--- config.mk ---
export PLATFORM = sky130hd
export DESIGN_NAME = gita_arith
export DESIGN_NICKNAME = d
export VERILOG_FILES = /design/src/gita_pkg.sv /design/src/gita_arith.sv
export SDC_FILE = /design/constraint.sdc
export NUM_CORES = 1
export LEC_CHECK = 0
export BUFFER_PORTS_ARGS = -buffer_cell sky130_fd_sc_hd__buf_2
export CAP_MARGIN = 20
export CORE_MARGIN = 1.5
export CORE_UTILIZATION = 60
export CTS_CLUSTER_DIAMETER = 30
export DETAILED_ROUTE_END_ITERATION = 12
export PLACE_DENSITY = 0.88
export SYNTH_ARGS = -nofsm -noshare
export SYNTH_HDL_FRONTEND = slang
export SYNTH_SLANG_ARGS = --single-unit
--- constraint.sdc ---
create_clock -name clock -period 7.75 [get_ports clock]
set_input_delay 1.1625 -clock clock [delete_from_list [all_inputs] [get_ports clock]]
set_output_delay 1.1625 -clock clock [all_outputs]
set_load 0.005 [all_outputs]
--- src/gita_pkg.sv ---
// Shared types, constants and helpers of the greedy IoU track table.
// No dependencies; gita_arith and the track table refer to it by scoped names.
package gita_pkg;

   localparam logic [15:0] MATCH_THRESHOLD_RESET = 16'd19661;
   localparam logic [7:0]  MAX_LOST_RESET        = 8'd30;
   localparam logic [7:0]  MISS_MAX              = 8'd255;
   localparam logic [22:0] SPEED_MAX             = 23'h7FFFFF;
   localparam logic [19:0] DT_MIN                = 20'd1000;
   localparam logic [19:0] US_PER_S              = 20'd1000000;

   localparam logic [1:0] MODE_DET     = 2'd0;
   localparam logic [1:0] MODE_DET_END = 2'd1;
   localparam logic [1:0] MODE_END     = 2'd2;
   localparam logic [1:0] MODE_NONE    = 2'd3;

   localparam logic [0:0] CSR_MATCH_THRESHOLD = 1'b0;
   localparam logic [0:0] CSR_MAX_LOST        = 1'b1;

   localparam logic [4:0] IOU_STEPS   = 5'd17;
   localparam logic [4:0] SQRT_STEPS  = 5'd29;
   localparam logic [4:0] SPEED_STEPS = 5'd25;

   typedef struct packed {
      logic [31:0] ident;
      logic [15:0] x;
      logic [15:0] y;
      logic [15:0] w;
      logic [15:0] h;
      logic [7:0]  cls;
      logic [15:0] score;
      logic [17:0] cx;
      logic [17:0] cy;
      logic [7:0]  misses;
      logic [22:0] speed;
   } track_rec_type;

   typedef struct packed {
      logic [15:0] x;
      logic [15:0] y;
      logic [15:0] w;
      logic [15:0] h;
      logic [7:0]  cls;
      logic [15:0] score;
   } det_rec_type;

   typedef struct packed {
      logic        start;
      logic        sqrt_op;
      logic [4:0]  steps;
      logic [35:0] rem_init;
      logic [57:0] shin;
      logic [33:0] den;
   } arith_cmd_type;

   typedef enum logic [4:0] {
      S_IDLE, S_MSTART, S_TLAT, S_DRD, S_DLAT, S_IMUL, S_IAREA, S_IDIV, S_IWAIT,
      S_UPD, S_SQX, S_SQY, S_SQRT, S_SQW, S_SDIV, S_SDW, S_NSTART, S_NLAT,
      S_CRD, S_CLAT, S_ERD, S_ELAT
   } gita_state_type;

   function automatic logic [17:0] center2(input logic [15:0] pos, input logic [15:0] size);
      center2 = {1'b0, pos, 1'b0} + {2'b00, size};
   endfunction

endpackage

--- src/gita_arith.sv ---
// Shared shift-subtract unit: restoring division or integer square root,
// one quotient or root bit per cycle. Depends on gita_pkg.
module gita_arith (
   input  logic                    clock,
   input  logic                    reset,
   input  gita_pkg::arith_cmd_type cmd,
   output logic                    busy,
   output logic [28:0]             result
);

   logic        busy_ff, busy_in;
   logic        sqrt_ff, sqrt_in;
   logic [4:0]  cnt_ff, cnt_in;
   logic [35:0] rem_ff, rem_in;
   logic [57:0] shin_ff, shin_in;
   logic [33:0] den_ff, den_in;
   logic [28:0] quo_ff, quo_in;
   logic [35:0] opa, opb;
   logic [36:0] diff;
   logic        ge;

   always_comb begin
      if (sqrt_ff) begin
         opa = {rem_ff[33:0], shin_ff[57:56]};
         opb = {5'd0, quo_ff, 2'b01};
      end else begin
         opa = {rem_ff[34:0], shin_ff[57]};
         opb = {2'd0, den_ff};
      end
      diff = {1'b0, opa} - {1'b0, opb};
      ge   = !diff[36];

      busy_in = busy_ff;
      sqrt_in = sqrt_ff;
      cnt_in  = cnt_ff;
      rem_in  = rem_ff;
      shin_in = shin_ff;
      den_in  = den_ff;
      quo_in  = quo_ff;
      if (cmd.start) begin
         busy_in = 1'b1;
         sqrt_in = cmd.sqrt_op;
         cnt_in  = cmd.steps;
         rem_in  = cmd.rem_init;
         shin_in = cmd.shin;
         den_in  = cmd.den;
         quo_in  = '0;
      end else if (busy_ff) begin
         rem_in  = ge ? diff[35:0] : opa;
         quo_in  = {quo_ff[27:0], ge};
         shin_in = sqrt_ff ? {shin_ff[55:0], 2'b00} : {shin_ff[56:0], 1'b0};
         cnt_in  = cnt_ff - 5'd1;
         if (cnt_ff == 5'd1) begin
            busy_in = 1'b0;
         end
      end
   end

   always_ff @(posedge clock) begin
      if (reset) begin
         busy_ff <= 1'b0;
      end else begin
         busy_ff <= busy_in;
      end
   end

   always_ff @(posedge clock) begin
      sqrt_ff <= sqrt_in;
      cnt_ff  <= cnt_in;
      rem_ff  <= rem_in;
      shin_ff <= shin_in;
      den_ff  <= den_in;
      quo_ff  <= quo_in;
   end

   assign busy   = busy_ff;
   assign result = quo_ff;

endmodule

# After elaboration in Yosys (flattened, before gate mapping)
# Cells that the tools add are included.
[word_totals] regBits=163 latchBits=0 ram_bits=0 rom_bits=0 out_inout_bits=30 n_memories=0
[classes] n_addsub=2 multipliers=0 div_mod_pow=0 order_cmp=0 eq_ne=1 n_shift=0 muxes=13 bitwise_logic=0 n_reduce_logical=2
[op_table] op="two-way mux 58 bit" count=3
[op_table] op="two-way mux 35 bit" count=3
[op_table] op="subtractor 36 x 34 -> 37 bit" count=1
[op_table] op="two-way mux 36 bit" count=1
[op_table] op="two-way mux 34 bit" count=1
[op_table] op="two-way mux 5 bit" count=2
[op_table] op="== test 5 x 1 -> 1 bit (second input constant)" count=1
[op_table] op="subtractor 5 x 1 -> 5 bit (second input constant)" count=1
[op_table] op="two-way mux 1 bit" count=3
[op_table] op="nonzero test 2 bit" count=1
[op_table] op="zero test 1 bit" count=1

# Depth between registers and ports, before layout
[logic_depth] ltp_word=5 depth_mapped=16 depth_no_buf=12

# Worst setup path after synthesis
# Ideal clock, no wire load.
[synth_timing] kind="reg-to-reg" start="register sqrt_ff" end="register rem_ff[29], data pin" setup_time_ps=258 arrival_ps=3655 path_slack_ps=3837 stages_incl_launch_ff=17 n_path_buf=4 period_less_slack_ps=3913 cell_sequence="edfxtp_1 clkbuf_1 clkbuf_1 buf_1 or2_2 ha_1 inv_1 fa_1 a21oi_1 and4b_1 o2111ai_1 nand2_1 o21ai_1 nand2_1 buf_2 nor3_1 nor3_1"
[synth_between] elab_chain_len=5
[synth_lines] item="start, declared" line="gita_arith.sv:12" rtl="logic sqrt_ff, sqrt_in;"
[synth_lines] item="start signal, assigned" line="gita_arith.sv:68" rtl="sqrt_ff <= sqrt_in;"
[synth_lines] item="two-way mux 36 bit / two-way mux 34 bit (equally long branches)" line="gita_arith.sv:23" rtl="if (sqrt_ff) begin"
[synth_lines] item="subtractor 36 x 34 -> 37 bit" line="gita_arith.sv:30" rtl="diff = {1'b0, opa} - {1'b0, opb};"
[synth_lines] item="two-way mux 35 bit *" line="gita_arith.sv:49" rtl="rem_in = ge ? diff[35:0] : opa;"
[synth_lines] item="two-way mux 35 bit *" line="gita_arith.sv:48" rtl="end else if (busy_ff) begin"
[synth_lines] item="two-way mux 35 bit *" line="gita_arith.sv:40" rtl="if (cmd.start) begin"
[synth_lines] item="net rem_in[29]" line="gita_arith.sv:14" rtl="logic [35:0] rem_ff, rem_in;"
[synth_lines] item="end signal, assigned" line="gita_arith.sv:70" rtl="rem_ff <= rem_in;"
[synth_lines] item="end, declared" line="gita_arith.sv:14"
# Mark *: on every way through the listed nets, which the timed path passes. The rest lies on a longest branch. The select of a mux whose other input is x is not followed.
# A chain may end at the register's enable or synchronous reset.

# Final worst setup path
[layout_timing] start="register sqrt_ff" end="register rem_ff[9], data pin"
# Same word-level chain as after synthesis.

==> impl_metrics.json <==
{
  "yosys.area.top_type_share_pct": 40.2,
  "synth_commonest_cells": "edfxtp_1 (133), nand2_1 (127), mux2i_1 (117)",
  "hp-class": "flop to flop",
  "drt-initial-drc-count": 771,
  "hpwl_um": 16500,
  "cpMostUsedCell": "o21ai_1",
  "yosys_warnings": 0,
  "clock_sinks": 163,
  "yosys.area_share.simple_pct": 12.9,
  "drt_wl_total_um": 23800,
  "areaGrowthSynthToFinish_pct": 15.2,
  "firstDrtPassIters": 7,
  "cts_htree_levels": 4,
  "cp.required_ns": 7.99,
  "slew_headroom_pct": 27.4,
  "synth_nets": 1140,
  "grt_pass1_vias": 7851,
  "die_area_mm2": 0.0174,
  "post-route-period-util_pct": 60.0,
  "worst-path-max-fanout": 85,
  "muxShareOfSynthArea_pct": 16.0,
  "post_drt_wl_per_cell_um": 17.9,
  "p_total_w": 0.00332,
  "status": "finished clean",
  "rsz0062_at_grt": "no",
  "drive_gt1_share_pct": 23.6,
  "cts_buffer_depth": 2,
  "synth_area_mm2": 0.00994,
  "path_cells": "buf_12 -> mux2i_1 -> ha_1 -> a21oi_1 -> o21ai_1 -> a21oi_2 -> o21ai_1 -> nor4b_2 -> nand2_1 -> and4_1 -> nor4_1",
  "ant_nets": 0,
  "postCtsHoldBufs": 0,
  "preCtsSetupSlack_ns": 3.22,
  "min_period_ns": 4.65,
  "routed-via-count": 7941,
  "drc_errors": 0,
  "place_congestion": 0.932,
  "synth.avg_cell_area_um2": 10.3,
  "pin_count": 167,
  "setup_viol": 0,
  "cp_slowest_stage_delay_ns": 0.81,
  "synth_fa_ha_area_share_pct": 4.73,
  "synth.area.top_cells": "edfxtp_1 (40%), mux2i_1 (12%), dfxtp_1 (6.0%), nand2_1 (4.8%), ha_1 (4.5%)",
  "clkTransAtPathRegs_ns": 0.07,
  "grt_pass1_wl_um": 38400,
  "min_from": "result[12]$_SDFFE_PP0P_",
  "synth_top_family_by_area": "multiplexers",
  "cp.arrival_ns": 4.90,
  "cts_tree": "done",
  "ys_types": 73,
  "yosysTopAreaCell": "edfxtp_1",
  "report.final.slew_viol_count": 0,
  "powerDensity_mw_per_mm2": 290,
  "grt-ovfl-total": 0,
  "fillers": 1154,
  "critical_path_class": "flop to flop",
  "grt_max_degree": 96,
  "cp_slowest_cell": "nand2_1",
  "synth_most_common_cell": "edfxtp_1",
  "startpoint_type": "flop",
  "crit_path_start": "sqrt_ff$_DFFE_PP_",
  "fmax_ghz": 0.215,
  "p_leak_nw": 4.79,
  "die_h_um": 132,
  "start_util_pct": 61.9,
  "fin_worst_skew_ns": 0.00954,
  "hold_violations": 0,
  "synth_seq_area_share_pct": 46.2,
  "syn_inst": 966,
  "synth-compound-area-share_pct": 15.0,
  "rows": 46,
  "yosys_most_used_dff": "edfxtp_1",
  "clockRootBuffer": "clkbuf_16",
  "ys_ff_latch": 163,
  "end_kind": "flop",
  "worst_slack_ns": 3.10,
  "synthArstFlopShare_pct": 0,
  "setup_tns_ns": 0,
  "maxCapViolCount": 0,
  "design.core.area_mm2": 0.0161,
  "cts_made_buffers": 17,
  "worst_ir_drop_vdd_v": 0.000201,
  "die_x_um": 132,
  "max_slew.worst_pin.slew_ns": 1.09,
  "r2r_start": "sqrt_ff$_DFFE_PP_",
  "final-seq-area_mm2": 0.00460,
  "cts_setup_buffers": 0,
  "cpLargestDelayFamily": "simple AND/OR/NAND/NOR gates",
  "clk_latency_ns": 0.43,
  "viasPerCell": 5.98,
  "multi_input_area_mm2": 0.00503,
  "cts_resized": 0,
  "antenna_found_initial": 1,
  "nets": 1273,
  "groute.usage.overall_pct": 27.5,
  "synth_edf_count": 133,
  "synthXorXnorAreaFrac_pct": 2.03,
  "crit_buf_inv": 1,
  "portBuffers": 165
}
[final cells by class]
class                           instances  area share (%)
Sequential cell                       163            40.1
Multi-Input combinational cell        727            43.9
Antenna cell                            1          0.0218
Clock inverter                         12            1.03
Clock buffer                           20            4.17
Timing Repair Buffer                  171            7.77
Tap cell                              216            2.36
Inverter                               19           0.623
[routing by layer]
| metal | global-route usage (%) | vias to the layer above | wire, um |
|---|---|---|---|
| met1 | 37.3 | 3717 | 10500 |
| met5 | 0 | - | 0 |
| met3 | 5.40 | 53 | 1700 |
| met4 | 10.2 | 0 | 585 |
| li1 | - | 3848 | - |
| met2 | 44.2 | 323 | 11000 |
[flip-flops by register name, indices dropped and copies added, names as in the netlist]
signal,flops
den_ff,34
shin_ff,58
cnt_ff,5
sqrt_ff,1
busy,1
result,29
rem_ff,35
[through the flow]
| step | instances | utilization (%) | hold slack [ns] | instance area, um^2 |
|---|---|---|---|---|
| after global routing | 1329 | 71.3 | 0.567 | 11500 |
| after CTS | 1328 | 71.3 | 0.555 | 11500 |
| after global placement | 1296 | 67.6 | 0.507 | 10900 |
| final | 1329 | 71.3 | 0.555 | 11500 |
| after detailed placement | 1296 | 67.6 | 0.538 | 10900 |
| after floorplan | 966 | - | 0.501 | 9940 |
[path summary, 6_finish.rpt]
kind                                                end  slack, ns  depth (start not counted)
worst max-delay path                rem_ff[9]$_DFFE_PP_       3.10                         11
worst min-delay path            result[12]$_SDFFE_PP0P_       0.55                          2
worst max register to register      rem_ff[9]$_DFFE_PP_       3.10                         11
worst min register to register  result[12]$_SDFFE_PP0P_       0.55                          2
[cell usage in the layout, fill, tap and decap left out, types with 3 or more instances in the layout]
master     Yosys  routed
a21boi_0       4       4
nor3_1        12      12
nor2_1        76      76
edfxtp_1     133     133
xnor2_1       14      14
or3_1          6       6
nor2b_1        4       4
nand3_1       13      13
a21o_1        12      12
buf_2          5     164
a21oi_1       51      51
nand4_1        6       6
mux2_2        36      36
o21ai_0       81      81
mux2i_1      117     117
o211ai_1       4       4
or2_2          4       3
a2bb2oi_1      7       7
o21bai_1       3       3
xor2_1         9       9
clkinv_4       0       3
buf_4          4       5
a21oi_2        3       3
inv_6          0       3
inv_1         19      19
nand2b_1       7       7
clkbuf_16      0      18
a31oi_1       16      16
a211oi_1       3       3
o21a_1         3       3
o2bb2ai_1      5       5
o21ai_1       14      14
ha_1          36      36
dfxtp_1       30      29
nand2_1      127     127
a211oi_2       3       3
[cells by family after synthesis]
logic type	after synthesis
xor+xnor	23
compound gates	235
buf+inv	76
simple gates	278
flops	163
fa+ha+maj	37
mux	154
[worst min-delay path, cell delays in order, from the launching register on]
cell and delay [ns]:
dfxtp_1 0.34, mux2i_1 0.13, nor2_1 0.05
[where the power goes]
| group | leakage, nW | switching, W | total [W] | internal, W |
|---|---|---|---|---|
| combinational | 2.92 | 0.000763 | 0.00131 | 0.000543 |
| sequential | 1.58 | 0.0000669 | 0.00117 | 0.00111 |
| clock | 0.288 | 0.000361 | 0.000844 | 0.000484 |
| total | 4.79 | 0.00119 | 0.00332 | 0.00213 |
No activity file was read; power rests on OpenSTA's default activity.
