[config.mk]
export PLATFORM = sky130hd
export DESIGN_NAME = gita_ram
export DESIGN_NICKNAME = d
export VERILOG_FILES = /design/src/gita_ram.sv
export SDC_FILE = /design/constraint.sdc
export NUM_CORES = 1
export LEC_CHECK = 0
export BUFFER_PORTS_ARGS = -buffer_cell sky130_fd_sc_hd__buf_2
export CAP_MARGIN = 20
export CORE_MARGIN = 3
export CORE_UTILIZATION = 50
export CTS_BUF_LIST = sky130_fd_sc_hd__clkbuf_8 sky130_fd_sc_hd__clkbuf_16
export DETAILED_ROUTE_END_ITERATION = 10
export PLACE_DENSITY_LB_ADDON = 0.2
export SETUP_SLACK_MARGIN = 0.05
export SYNTH_ARGS = -nofsm -noshare
export SYNTH_HDL_FRONTEND = slang
export SYNTH_SLANG_ARGS = --single-unit
[constraint.sdc]
create_clock -name clock -period 1.9 [get_ports clock]
set_clock_uncertainty 0.15 [all_clocks]
set_input_delay 0.095 -clock clock [delete_from_list [all_inputs] [get_ports clock]]
set_output_delay 0.095 -clock clock [all_outputs]
set_load 0.02 [all_outputs]
[src/gita_ram.sv]
// Simple dual-port memory with registered read data.
// Used for the track table, the detection buffer and the taken marks.
module gita_ram #(
   parameter int WIDTH = 8,
   parameter int DEPTH = 64,
   parameter int AW    = 6
) (
   input  logic             clock,
   input  logic             we,
   input  logic [AW-1:0]    waddr,
   input  logic [WIDTH-1:0] wdata,
   input  logic             re,
   input  logic [AW-1:0]    raddr,
   output logic [WIDTH-1:0] rdata
);

   logic [WIDTH-1:0] mem [DEPTH];
   logic [WIDTH-1:0] rdata_ff;

   always_ff @(posedge clock) begin
      if (we) begin
         mem[waddr] <= wdata;
      end
      if (re) begin
         rdata_ff <= mem[raddr];
      end
   end

   assign rdata = rdata_ff;

endmodule

Word-level counts from Yosys, hierarchy flattened

Memory sizes are Yosys's and may differ from the RTL's. A register that Yosys moved wholly into a read port is not among the register bits.
Index checks and enable logic that the tools add are counted.
W data, S select, Z words.

$add $sub $neg: 0
Multipliers: 0
Div/mod/pow operators: 0
$lt $le $gt $ge: 0
Equality and inequality tests: 0
Shift operators: 0
Mux-type cells: 2
Bitwise gates (word level): 0
Reductions and logical operators: 0

Operators with widths:

| kind    | count |
|---|---|
| $mux W1 | 2 |

Register bits: 0
Bits in latches: 0
Memory bits (writable): 512
Bits in read-only memories: 0
Input bits: 23
Output and inout port bits: 8
Logic and storage cells: 3
Memories: 1

Memory list:

| name | depth | width | read ports | clocked after memory_dff | wr ports | line | text |
|---|---|---|---|---|---|---|---|
| mem  | 64    | 8     | 1          | 1                        | 1        | 17   | `logic [WIDTH-1:0] mem [DEPTH];` |

Logic depth before layout (Yosys ltp)

Gate-level depths: netlist of run 1.

Word-level depth: 2
Depth in mapped cells: 9
Mapped depth without buffers: 5

Worst setup path before layout of run 1

No wires, ideal clock.

Path type: input -> register
From: input raddr[1]
To: register rdata_ff[3], in the netlist rdata[3], read port of mem (data pin)
Setup time: 266 ps
Arrival time: 1635 ps
Data required time: 1484 ps
Setup slack: -151 ps
Stages on the path: 7
Buffers on the path: 3
Cell sequence: buf_4 buf_2 buf_2 mux4_2 mux4_2 o21ai_1 o41ai_1

RTL lines:

| what        | line | text |
|---|---|---|
| from (decl) | 13   | `input logic [AW-1:0] raddr,` |
| to (decl)   | 18   | `logic [WIDTH-1:0] rdata_ff;` |

==> results of run 1 <==
==> path summary, 6_finish.rpt <==
path | to | slack, ns
worst min register to register | rdata[2] | 0.78
worst min-delay path | mem[53][6] | 0.02
worst max-delay path | rdata[4] | -0.20
worst max register to register | rdata[4] | -0.20
==> cell type report <==
| class | instances | area [um2] | share of cell area |
|---|---|---|---|
| Sequential cell | 520 | 15600 | 0.653 |
| Antenna cell | 3 | 7.51 | 0.000314 |
| Timing Repair Buffer | 194 | 1660 | 0.0693 |
| Tap cell | 525 | 657 | 0.0275 |
| Multi-Input combinational cell | 369 | 4450 | 0.186 |
| Clock buffer | 51 | 1280 | 0.0533 |
| Clock inverter | 37 | 268 | 0.0112 |
==> cells by family after synthesis <==
| group | Yosys count |
|---|---|
| AOI/OAI and AO/OA | 54 |
| buffers and inverters | 51 |
| DFF | 520 |
| muxes | 162 |
| and+or+nand+nor | 153 |
==> critical path, delay by kind of cell, from the launching register on <==
kind	cells	cell delay (ns)
and+or+nand+nor	1	0.18
AOI/OAI and AO/OA	2	0.36
muxes	2	0.76
DFF	1	0.37
==> cell usage in the layout, fill, tap and decap left out, types with 4 or more instances in the layout <==
| cell | Yosys | final |
|---|---|---|
| sky130_fd_sc_hd__a211oi_1 | 4 | 4 |
| sky130_fd_sc_hd__buf_12 | 2 | 19 |
| sky130_fd_sc_hd__buf_2 | 11 | 27 |
| sky130_fd_sc_hd__buf_4 | 13 | 137 |
| sky130_fd_sc_hd__bufinv_16 | 0 | 4 |
| sky130_fd_sc_hd__clkbuf_16 | 0 | 51 |
| sky130_fd_sc_hd__clkinv_1 | 0 | 12 |
| sky130_fd_sc_hd__clkinv_2 | 0 | 11 |
| sky130_fd_sc_hd__dlygate4sd3_1 | 0 | 10 |
| sky130_fd_sc_hd__edfxtp_1 | 520 | 520 |
| sky130_fd_sc_hd__inv_1 | 0 | 8 |
| sky130_fd_sc_hd__mux2_2 | 13 | 11 |
| sky130_fd_sc_hd__mux2i_1 | 23 | 23 |
| sky130_fd_sc_hd__mux4_2 | 126 | 126 |
| sky130_fd_sc_hd__nand2_1 | 19 | 19 |
| sky130_fd_sc_hd__nand2b_1 | 7 | 7 |
| sky130_fd_sc_hd__nand3_1 | 13 | 12 |
| sky130_fd_sc_hd__nor2_1 | 83 | 79 |
| sky130_fd_sc_hd__nor2b_1 | 14 | 14 |
| sky130_fd_sc_hd__nor3_1 | 7 | 4 |
| sky130_fd_sc_hd__o221ai_1 | 8 | 8 |
| sky130_fd_sc_hd__o22ai_1 | 8 | 8 |
==> per-layer routing <==
| layer | vias to the layer above | wire length (um) |
|---|---|---|
| met4 | 4 | 1120 |
| met5 | - | 19 |
| met1 | 5256 | 18800 |
| li1 | 4333 | - |
| met3 | 74 | 2950 |
| met2 | 307 | 21800 |
==> power breakdown <==
group | switching, mW | internal (mW)
Sequential | 0.0345 | 12.7
Combinational | 0.781 | 0.597
Clock | 4.04 | 5.38
Total | 4.86 | 18.7
==> what timing repair did <==
action	4_1_cts	5_1_grt
hold buffers	6	4
setup endpoints to repair	8	8
pin swaps	2	0
cloned	0	0
endpoints found under the hold margin	149	56
gates resized for setup	18	4
==> through the flow <==
step | setup TNS, ns | cells | worst slack (ns) | power (mW)
after floorplan | -0.234 | 940 | -0.0383 | 13.7
after global placement | -4.26 | 1596 | -0.686 | 14.3
after detailed placement | -4.30 | 1596 | -0.788 | 14.3
after CTS | -1.24 | 1690 | -0.192 | 23.8
after global routing | -1.63 | 1696 | -0.244 | 24.3
final | -1.24 | 1699 | -0.195 | 23.6
==> state kept, by name (all words and copies together), names as in the netlist <==
register / cells
mem: 512
rdata: 8
==> impl.org, run 1 <==
** Status
- Status :: finished with violations
- The final reports fail on setup timing.

** CTS
- Number of CTS-inserted buffers :: 51
- At the later pin of the worst-skew pair, clock insertion delay measures ~0.59 ns.
- Number of buffers on the longest clock path :: 3
- Setup bufs post-CTS :: 0
- The H-tree was split into 2 levels.
- Clock root buffer master :: sky130_fd_sc_hd__clkbuf_16
- TritonCTS built the clock tree.
- Clock tree sinks :: 520
- Worst-path clk slew :: approximately 0.060 ns

** Synthesis
- Of the total synthesized cell area, the portion taken by full adders, half adders and majority gates is 0.
- Synthesis warning total :: 0
- The biggest area contributor in the post-synthesis netlist is sky130_fd_sc_hd__edfxtp_1.
- Largest family of logic cells by synthesized area :: multiplexers
- Proportion of netlist area held by the largest area contributor :: 0.771
- Each instance of the synthesized netlist takes up on average around 22 um2.
- Synth Flop Type :: sky130_fd_sc_hd__edfxtp_1
- Syn Nets :: 963
- Synth Area in XOR/XNOR :: 0
- Counting flops with an async set or reset pin after synthesis yields a share of 0.
- Of the post-synthesis cell area, the part taken by muxes is 0.159.
- For this run, the register share of the synthesized area comes to 0.771.
- Yosys reg bits :: 520
- EDFF count, synth :: 520
- Top post-synthesis cells by area :: sky130_fd_sc_hd__edfxtp_1 (77%), sky130_fd_sc_hd__mux4_2 (14%), sky130_fd_sc_hd__nor2_1 (1.5%)
- Gate count of the mapped netlist :: 940
- Post-synthesis compound-gate area fraction :: 0.0206
- Area fraction in and, or, nand and nor cells after synthesis :: 0.0337
- By count the netlist is led by sky130_fd_sc_hd__edfxtp_1 (520), sky130_fd_sc_hd__mux4_2 (126), sky130_fd_sc_hd__nor2_1 (83).
- Synth cell types :: 39
- After synthesis the cells add up to around 0.02 mm2.
- Most frequent cell after synthesis :: sky130_fd_sc_hd__edfxtp_1

** Drt
- Post-detailed-route wirelength per cell :: 26.4 um
- Via/cell ratio :: 5.87
- Summed over all layers, the routed wires come to approximately 45,000 um.
- For this run, design rule violations remaining after detail routing come to 0.
- After the first detailed-routing iteration, the DRC count stood at 860.
- Total number of vias :: between 9,000 and 10,000
- Post-detailed-route count of antenna-violating nets :: 0
- For this run, the detailed router's first-pass iteration total came to 5.

** Final layout
- The area growth from synthesis to layout is 18.2%.
- Of the cells placed in the final design, the portion with a size suffix greater than 1 is 0.349.
- Post-route cell area :: 0.0239 mm2
- Once layout is complete, the utilization of the core stands at 0.601.
- Final-layout fill cell count :: about 2,900
- For this run, the post-layout net count is ~1,200.

** Power
- In this run the power density over the cells is ~980 mW/mm2.
- Lkg Pwr :: 7.83 nW
- Across the VDD grid, the largest voltage drop is between 0.0007 and 0.0008 V.

** Floorplanning
- The floorplan has 73 rows.
- The die covers 0.0429 mm2.
- The die is approximately 210 um wide.
- Measured along the y axis, the die boundary spans about 210 um.
- I/O pins :: 31
- Starting density of the core :: 0.508
- The core region is 0.0398 mm2.

** STA
- Number of hold violations in the final report :: 0
- Setup violations remaining at the end of the flow were counted as 8.
- Worst slack on hold paths :: ~0.025 ns
- Setup repair after global routing could not meet its margin everywhere.
- The worst path in the final design needs a cycle of about 2.1 ns, including I/O delays and setup.
- The max-slew violation count is 0.
- For this run, the top clock speed supported by timing is approximately 480 MHz.
- At the pin with the least slew margin, the transition time is 0.928 ns.
- Min setup slack post-route :: -0.195 ns
- In this run the tightest slew margin relative to its limit is 0.381.
- In the finished design, the share of the clock period the worst path needs comes to 1.10.

** Worst setup path
- Master of the slowest instance on the critical path :: sky130_fd_sc_hd__mux4_2
- Crit path kind :: reg2reg
- The worst setup path is captured at a flip-flop.
- Tracing the worst setup path back leads to its startpoint at mem[21][4].
- Crit path DAT :: roughly 2.3 ns
- R2R cell count :: 5
- The worst register-to-register path begins at mem[21][4].
- For the worst setup path, the data required time is 2.07 ns.
- Delay contributed by the slowest stage of the critical path :: around 0.48 ns
- Worst Path Max Fanout :: 1
- Critical path cell sequence :: mux4_2 > mux2_4 > o221a_4 > nor3_4 > o32ai_1
- Nature of the critical path startpoint :: flip-flop

** Global routing
- Summed over all layers, the global routing overflow is 0.
- The global routing stage identified its most utilized layer as met2.
- Met3 Resource Use GR :: 0.0446
- For met1 alone, demand over resource in global routing was 0.303.
- Entering global routing, the biggest net connects 65 pins.
- The via count of the first global-routing pass was 10,115.
- For this run, the total global-route usage over all layers was measured as 0.210.
- Met2 track utilization from global routing :: 0.332
- Antenna violations before repair :: 3
- The first global-routing pass estimated ~67,000 um of wire.

** Min path
- Hold Crit Depth :: 1
- In this run the most critical hold path is launched from wdata[6].
- Class of the worst hold path :: in2reg

** Placed design
- RD Place Congestion :: 0.855
- The placed instances occupy a cell area of approximately 0.022 mm2.
- The count of buffers added on input and output ports is 30.
- Post-DP HPWL :: approximately 29,000 um

** Run
- The tool flagged a number of max-cap violations equal to 0.
(Power assumes the default switching activity.)
==> run 2: changes to the inputs <==
--- a/config.mk
+++ b/config.mk
@@ -5,6 +5,7 @@
 export SDC_FILE = /design/constraint.sdc
 export NUM_CORES = 1
 export LEC_CHECK = 0
+export ABC_AREA = 1
 export BUFFER_PORTS_ARGS = -buffer_cell sky130_fd_sc_hd__buf_2
 export CAP_MARGIN = 20
 export CORE_MARGIN = 3
==> run 2 against run 1 <==
Core utilization shrank 2.0 points. Synthesized area up 5.8%. First-iteration DRC count is 61% higher. Largest power group unchanged. Sequential power barely moved. The flow now finishes without violations. Worst setup slack gained 0.34 ns. Non-clock buffer count is 19 lower. Power is 2.1% higher.
==> impl.org, run 2 <==
** Power
- The power density over cell area is 983 mW/mm2 (-0.19%).
- Lkg Pwr :: 9.06 nW (+16%)
- The total power draw is 24.0 mW (+2.1%).
- The worst IR drop on VDD came to 0.000897 V (+19%).

** STA
- Number of hold violations in the final report :: 0 (unchanged)
- Summed negative setup slack over all endpoints :: 0 ns (+1.24 ns)
- The final worst hold slack is 0.0331 ns (+0.00853 ns).
- Unrepaired setup endpoints after global routing :: false
- Remaining max-slew budget at the tightest pin :: 0.449 (+0.0680)
- The maximum clock frequency came to 571 MHz (+20%).
- The slew at the pin with the worst max-slew slack came to 0.826 ns (-0.102 ns).
- Final-report max-slew violation count :: 0 (unchanged)
- The post-route minimum period was 1.75 ns (-0.343 ns).
- Min setup slack post-route :: 0.148 ns (+0.343 ns)
- Final worst path period share :: 0.922 (-0.181)
- Setup Viol. Count Final :: 0 (-8)

** Synthesis
- The number of synthesized register bits was 520 (unchanged).
- Synth cell types :: 15 (-62%)
- The count of flip-flops with a built-in enable after synthesis was 520 (unchanged).
- Post-synthesis sequential area ratio :: 0.729 (-0.0422)
- Syn Nets :: 1,828 (+90%)
- The share of synthesized flip-flops with an asynchronous set or reset is 0 (unchanged).
- After synthesis, the cell types taking the most area are sky130_fd_sc_hd__edfxtp_1 (73%), sky130_fd_sc_hd__nand2_1 (11%), sky130_fd_sc_hd__nand3_1 (10%).
- In the synthesized netlist, the cells that appear most often are sky130_fd_sc_hd__nand2_1 (648), sky130_fd_sc_hd__edfxtp_1 (520), sky130_fd_sc_hd__nand3_1 (439).
- Gate count of the mapped netlist :: 1,805 (+92%)
- The warning count from the yosys run was 0 (unchanged).
- In the post-synthesis netlist, the cell with the most instances is sky130_fd_sc_hd__nand2_1.
- Netlist Area Pre-Place :: 0.0214 mm2 (+5.8%)
- Largest area contributor in the netlist :: sky130_fd_sc_hd__edfxtp_1
- The area share of the largest cell type after synthesis came to 0.729 (-0.0422).
- The post-synthesis area per instance is 11.9 um2 (-45%).
- Synth Flop Type :: sky130_fd_sc_hd__edfxtp_1

** Placed design
- Count of input and output buffers :: 30 (unchanged)
- Post-DP HPWL :: 32,100 um (+11%)
- The minimum setup slack after placement is -0.0742 ns (+0.714 ns).
- The global placement routability congestion is 0.843 (-1.4%).
- Number of cells in the design after placement :: 2,393 (+50%)

** CTS
- Worst-path clk slew :: 0.06 ns (about the same)
- The tree is rooted in a sky130_fd_sc_hd__clkbuf_16.
- CTS HTree Levels :: 2 (unchanged)
- TritonCTS built the clock tree.
- The total CTS buffers came to 53 (+3.9%).
- Clk Latency, worst-skew pair :: 0.60 ns (about the same)
- Clock tree sinks :: 520 (unchanged)
- Number of buffers on the longest clock path :: 3 (unchanged)

** Drt
- Via/cell ratio :: 5.59 (-4.8%)
- TritonRoute pass-1 iters :: 5 (unchanged)
- The wire length after detailed routing was 53,200 um (+19%).
- The count of routing violations after the opening detailed-route iteration is 1,384 (+61%).
- The number of nets with antenna violations after detailed routing was 0 (unchanged).
- The average wire per standard cell was 21.3 um (-19%).
- Total number of vias :: 13,982 (+40%)
- DRC viols :: 0 (unchanged)

** Final layout
- Leaving out fill and tap cells, the most frequent cells in the layout are sky130_fd_sc_hd__nand2_1 (648), sky130_fd_sc_hd__edfxtp_1 (520), sky130_fd_sc_hd__nand3_1 (439), sky130_fd_sc_hd__buf_4 (110), sky130_fd_sc_hd__nor2_1 (56).
- The final net count came to 1,945 (+68%).
- Largest reg by FF count :: mem
- The fraction of final layout cells with drive strength greater than 1 came to 0.119 (-0.230).
- The library cell used most frequently in the layout, excluding fill and tap cells, is sky130_fd_sc_hd__nand2_1.
- The final cell count without fillers is 2,501 (+47%).
- The flip-flop count of the largest register, all copies and words added was 512 (unchanged).
- Area grow syn2layout :: 14.2%

** Run
- Number of max-cap violations :: 0 (unchanged)

** Worst setup path
- Crit path DAT :: 1.89 ns (-0.38 ns)
- Master of the slowest instance on the critical path :: sky130_fd_sc_hd__dlygate4sd3_1
- The cell that appears most often on the critical path is sky130_fd_sc_hd__dlygate4sd3_1.
- Crit path buffers/inverters :: 4 (+4)
- The worst setup path is launched from an input pin.
- FF-to-FF setup slack :: 0.25 ns (+0.45 ns)
- Crit path kind :: in2reg
- The signal on the critical path passes through dlygate4sd3_1 > buf_2 > nor4_2 > dlygate4sd3_1 > buf_4.
- Worst Path Max Fanout :: 9 (+8)
- Crit path max-delay family :: buffers and inverters
- STA classifies the critical path endpoint as a flip-flop.
- The worst path required time came to 2.04 ns (-0.03 ns).
- Start point of the critical path :: waddr[2]
- The startpoint identified for the worst register-to-register timing path is mem[5][3].
- The delay contributed by the slowest stage of the critical path is 0.59 ns (+0.11 ns).

** Floorplanning
- The die extent in x is 213 um (+2.8%).
- The full die area is 0.0454 mm2 (+5.6%).
- The number of rows in the core area came to 75 (+2.7%).
- The overall die height came to 213 um (+2.8%).
- The number of ports placed on the die boundary was 31 (unchanged).
- Placeable core area :: 0.0421 mm2 (+5.8%)
- The initial cell density of the core is 0.508 (about the same).

** Global routing
- The via count of the first global-routing pass is 13,996 (+38%).
- The pin count of the biggest net entering global routing came to 109 (+68%).
- All-layer global routing usage :: 0.239 (+0.0290)
- The first-pass GRT wire length came to 81,900 um (+22%).
- The total congestion overflow after global routing is 0 (unchanged).
- Antenna violations before repair :: 1 (-2)

** Min path
- Class of the worst hold path :: in2reg
- Origin of the worst min-delay path :: we

** Status
- Status :: complete, no violations
## run 2: changes by cell type after synthesis, sizes merged, moves of 8 or more
cell and change:
mux4 -126, o22ai -8, mux2i -23, nand3 +426, nor2 -27, nor2b -14, mux2 -13, buf +64
nand2 +629, o221ai -8, inv +12
## run 2: final timing paths
| check | endpoint | depth (start not counted) |
|---|---|---|
| max | mem[48][1] | 5 |
| max reg2reg | rdata[3] | 8 |
| min reg2reg | rdata[1] | 8 |
| min | mem[43][4] | 4 |
## run 2: worst reg2reg max path, cell delays in order, from the launching register on
cell and delay [ns]:
sky130_fd_sc_hd__edfxtp_1 0.35, sky130_fd_sc_hd__nand2_1 0.08, sky130_fd_sc_hd__nand3_1 0.11, sky130_fd_sc_hd__nand3_1 0.14, sky130_fd_sc_hd__nand2_1 0.10, sky130_fd_sc_hd__nand2_1 0.08
sky130_fd_sc_hd__nand3_1 0.07, sky130_fd_sc_hd__nand3_1 0.22, sky130_fd_sc_hd__nand2_1 0.09
## run 2: what timing repair did
action                                 4_1_cts  5_1_grt
resized for setup                            0        1
setup endpoints to repair                    0        8
buffers inserted                             0        0
hold buffers                                13        0
endpoints found under the hold margin      320        0
## run 2: cell type report
type                    count  area, um2
diodes                      1       2.50
clock buffers              53       1330
clock inverters            41        279
fillers                  3397      17700
inverters                  12       52.6
multi-input cells        1160       4950
flip-flops and latches    520      15600
well taps                 539        674
repair buffers            175       1570
## run 2: layer usage
metal,vias to the layer above,wire [um],GRT usage
li1,6588,-,-
met1,6792,22100,0.327
met2,519,25500,0.390
met3,83,4360,0.0542
met4,0,1260,0.0697
met5,-,0,0
## run 2: kinds of logic after synthesis
logic type | share of synthesized area
DFF | 0.729
buffers and inverters | 0.0401
and+or+nand+nor | 0.231
## run 2: through the flow
stage | utilization | cell area [um2]
2_1_floorplan | - | 21400
3_3_place_gp | 0.539 | 22700
3_5_place_dp | 0.539 | 22700
4_1_cts | 0.581 | 24500
5_1_grt | 0.581 | 24500
6_report | 0.581 | 24500
## run 2: where the power goes
part | switching (mW) | internal (mW) | total, mW
combinational | 1.14 | 0.468 | 1.60
clock | 4.14 | 5.56 | 9.69
sequential | 0.0259 | 12.7 | 12.7
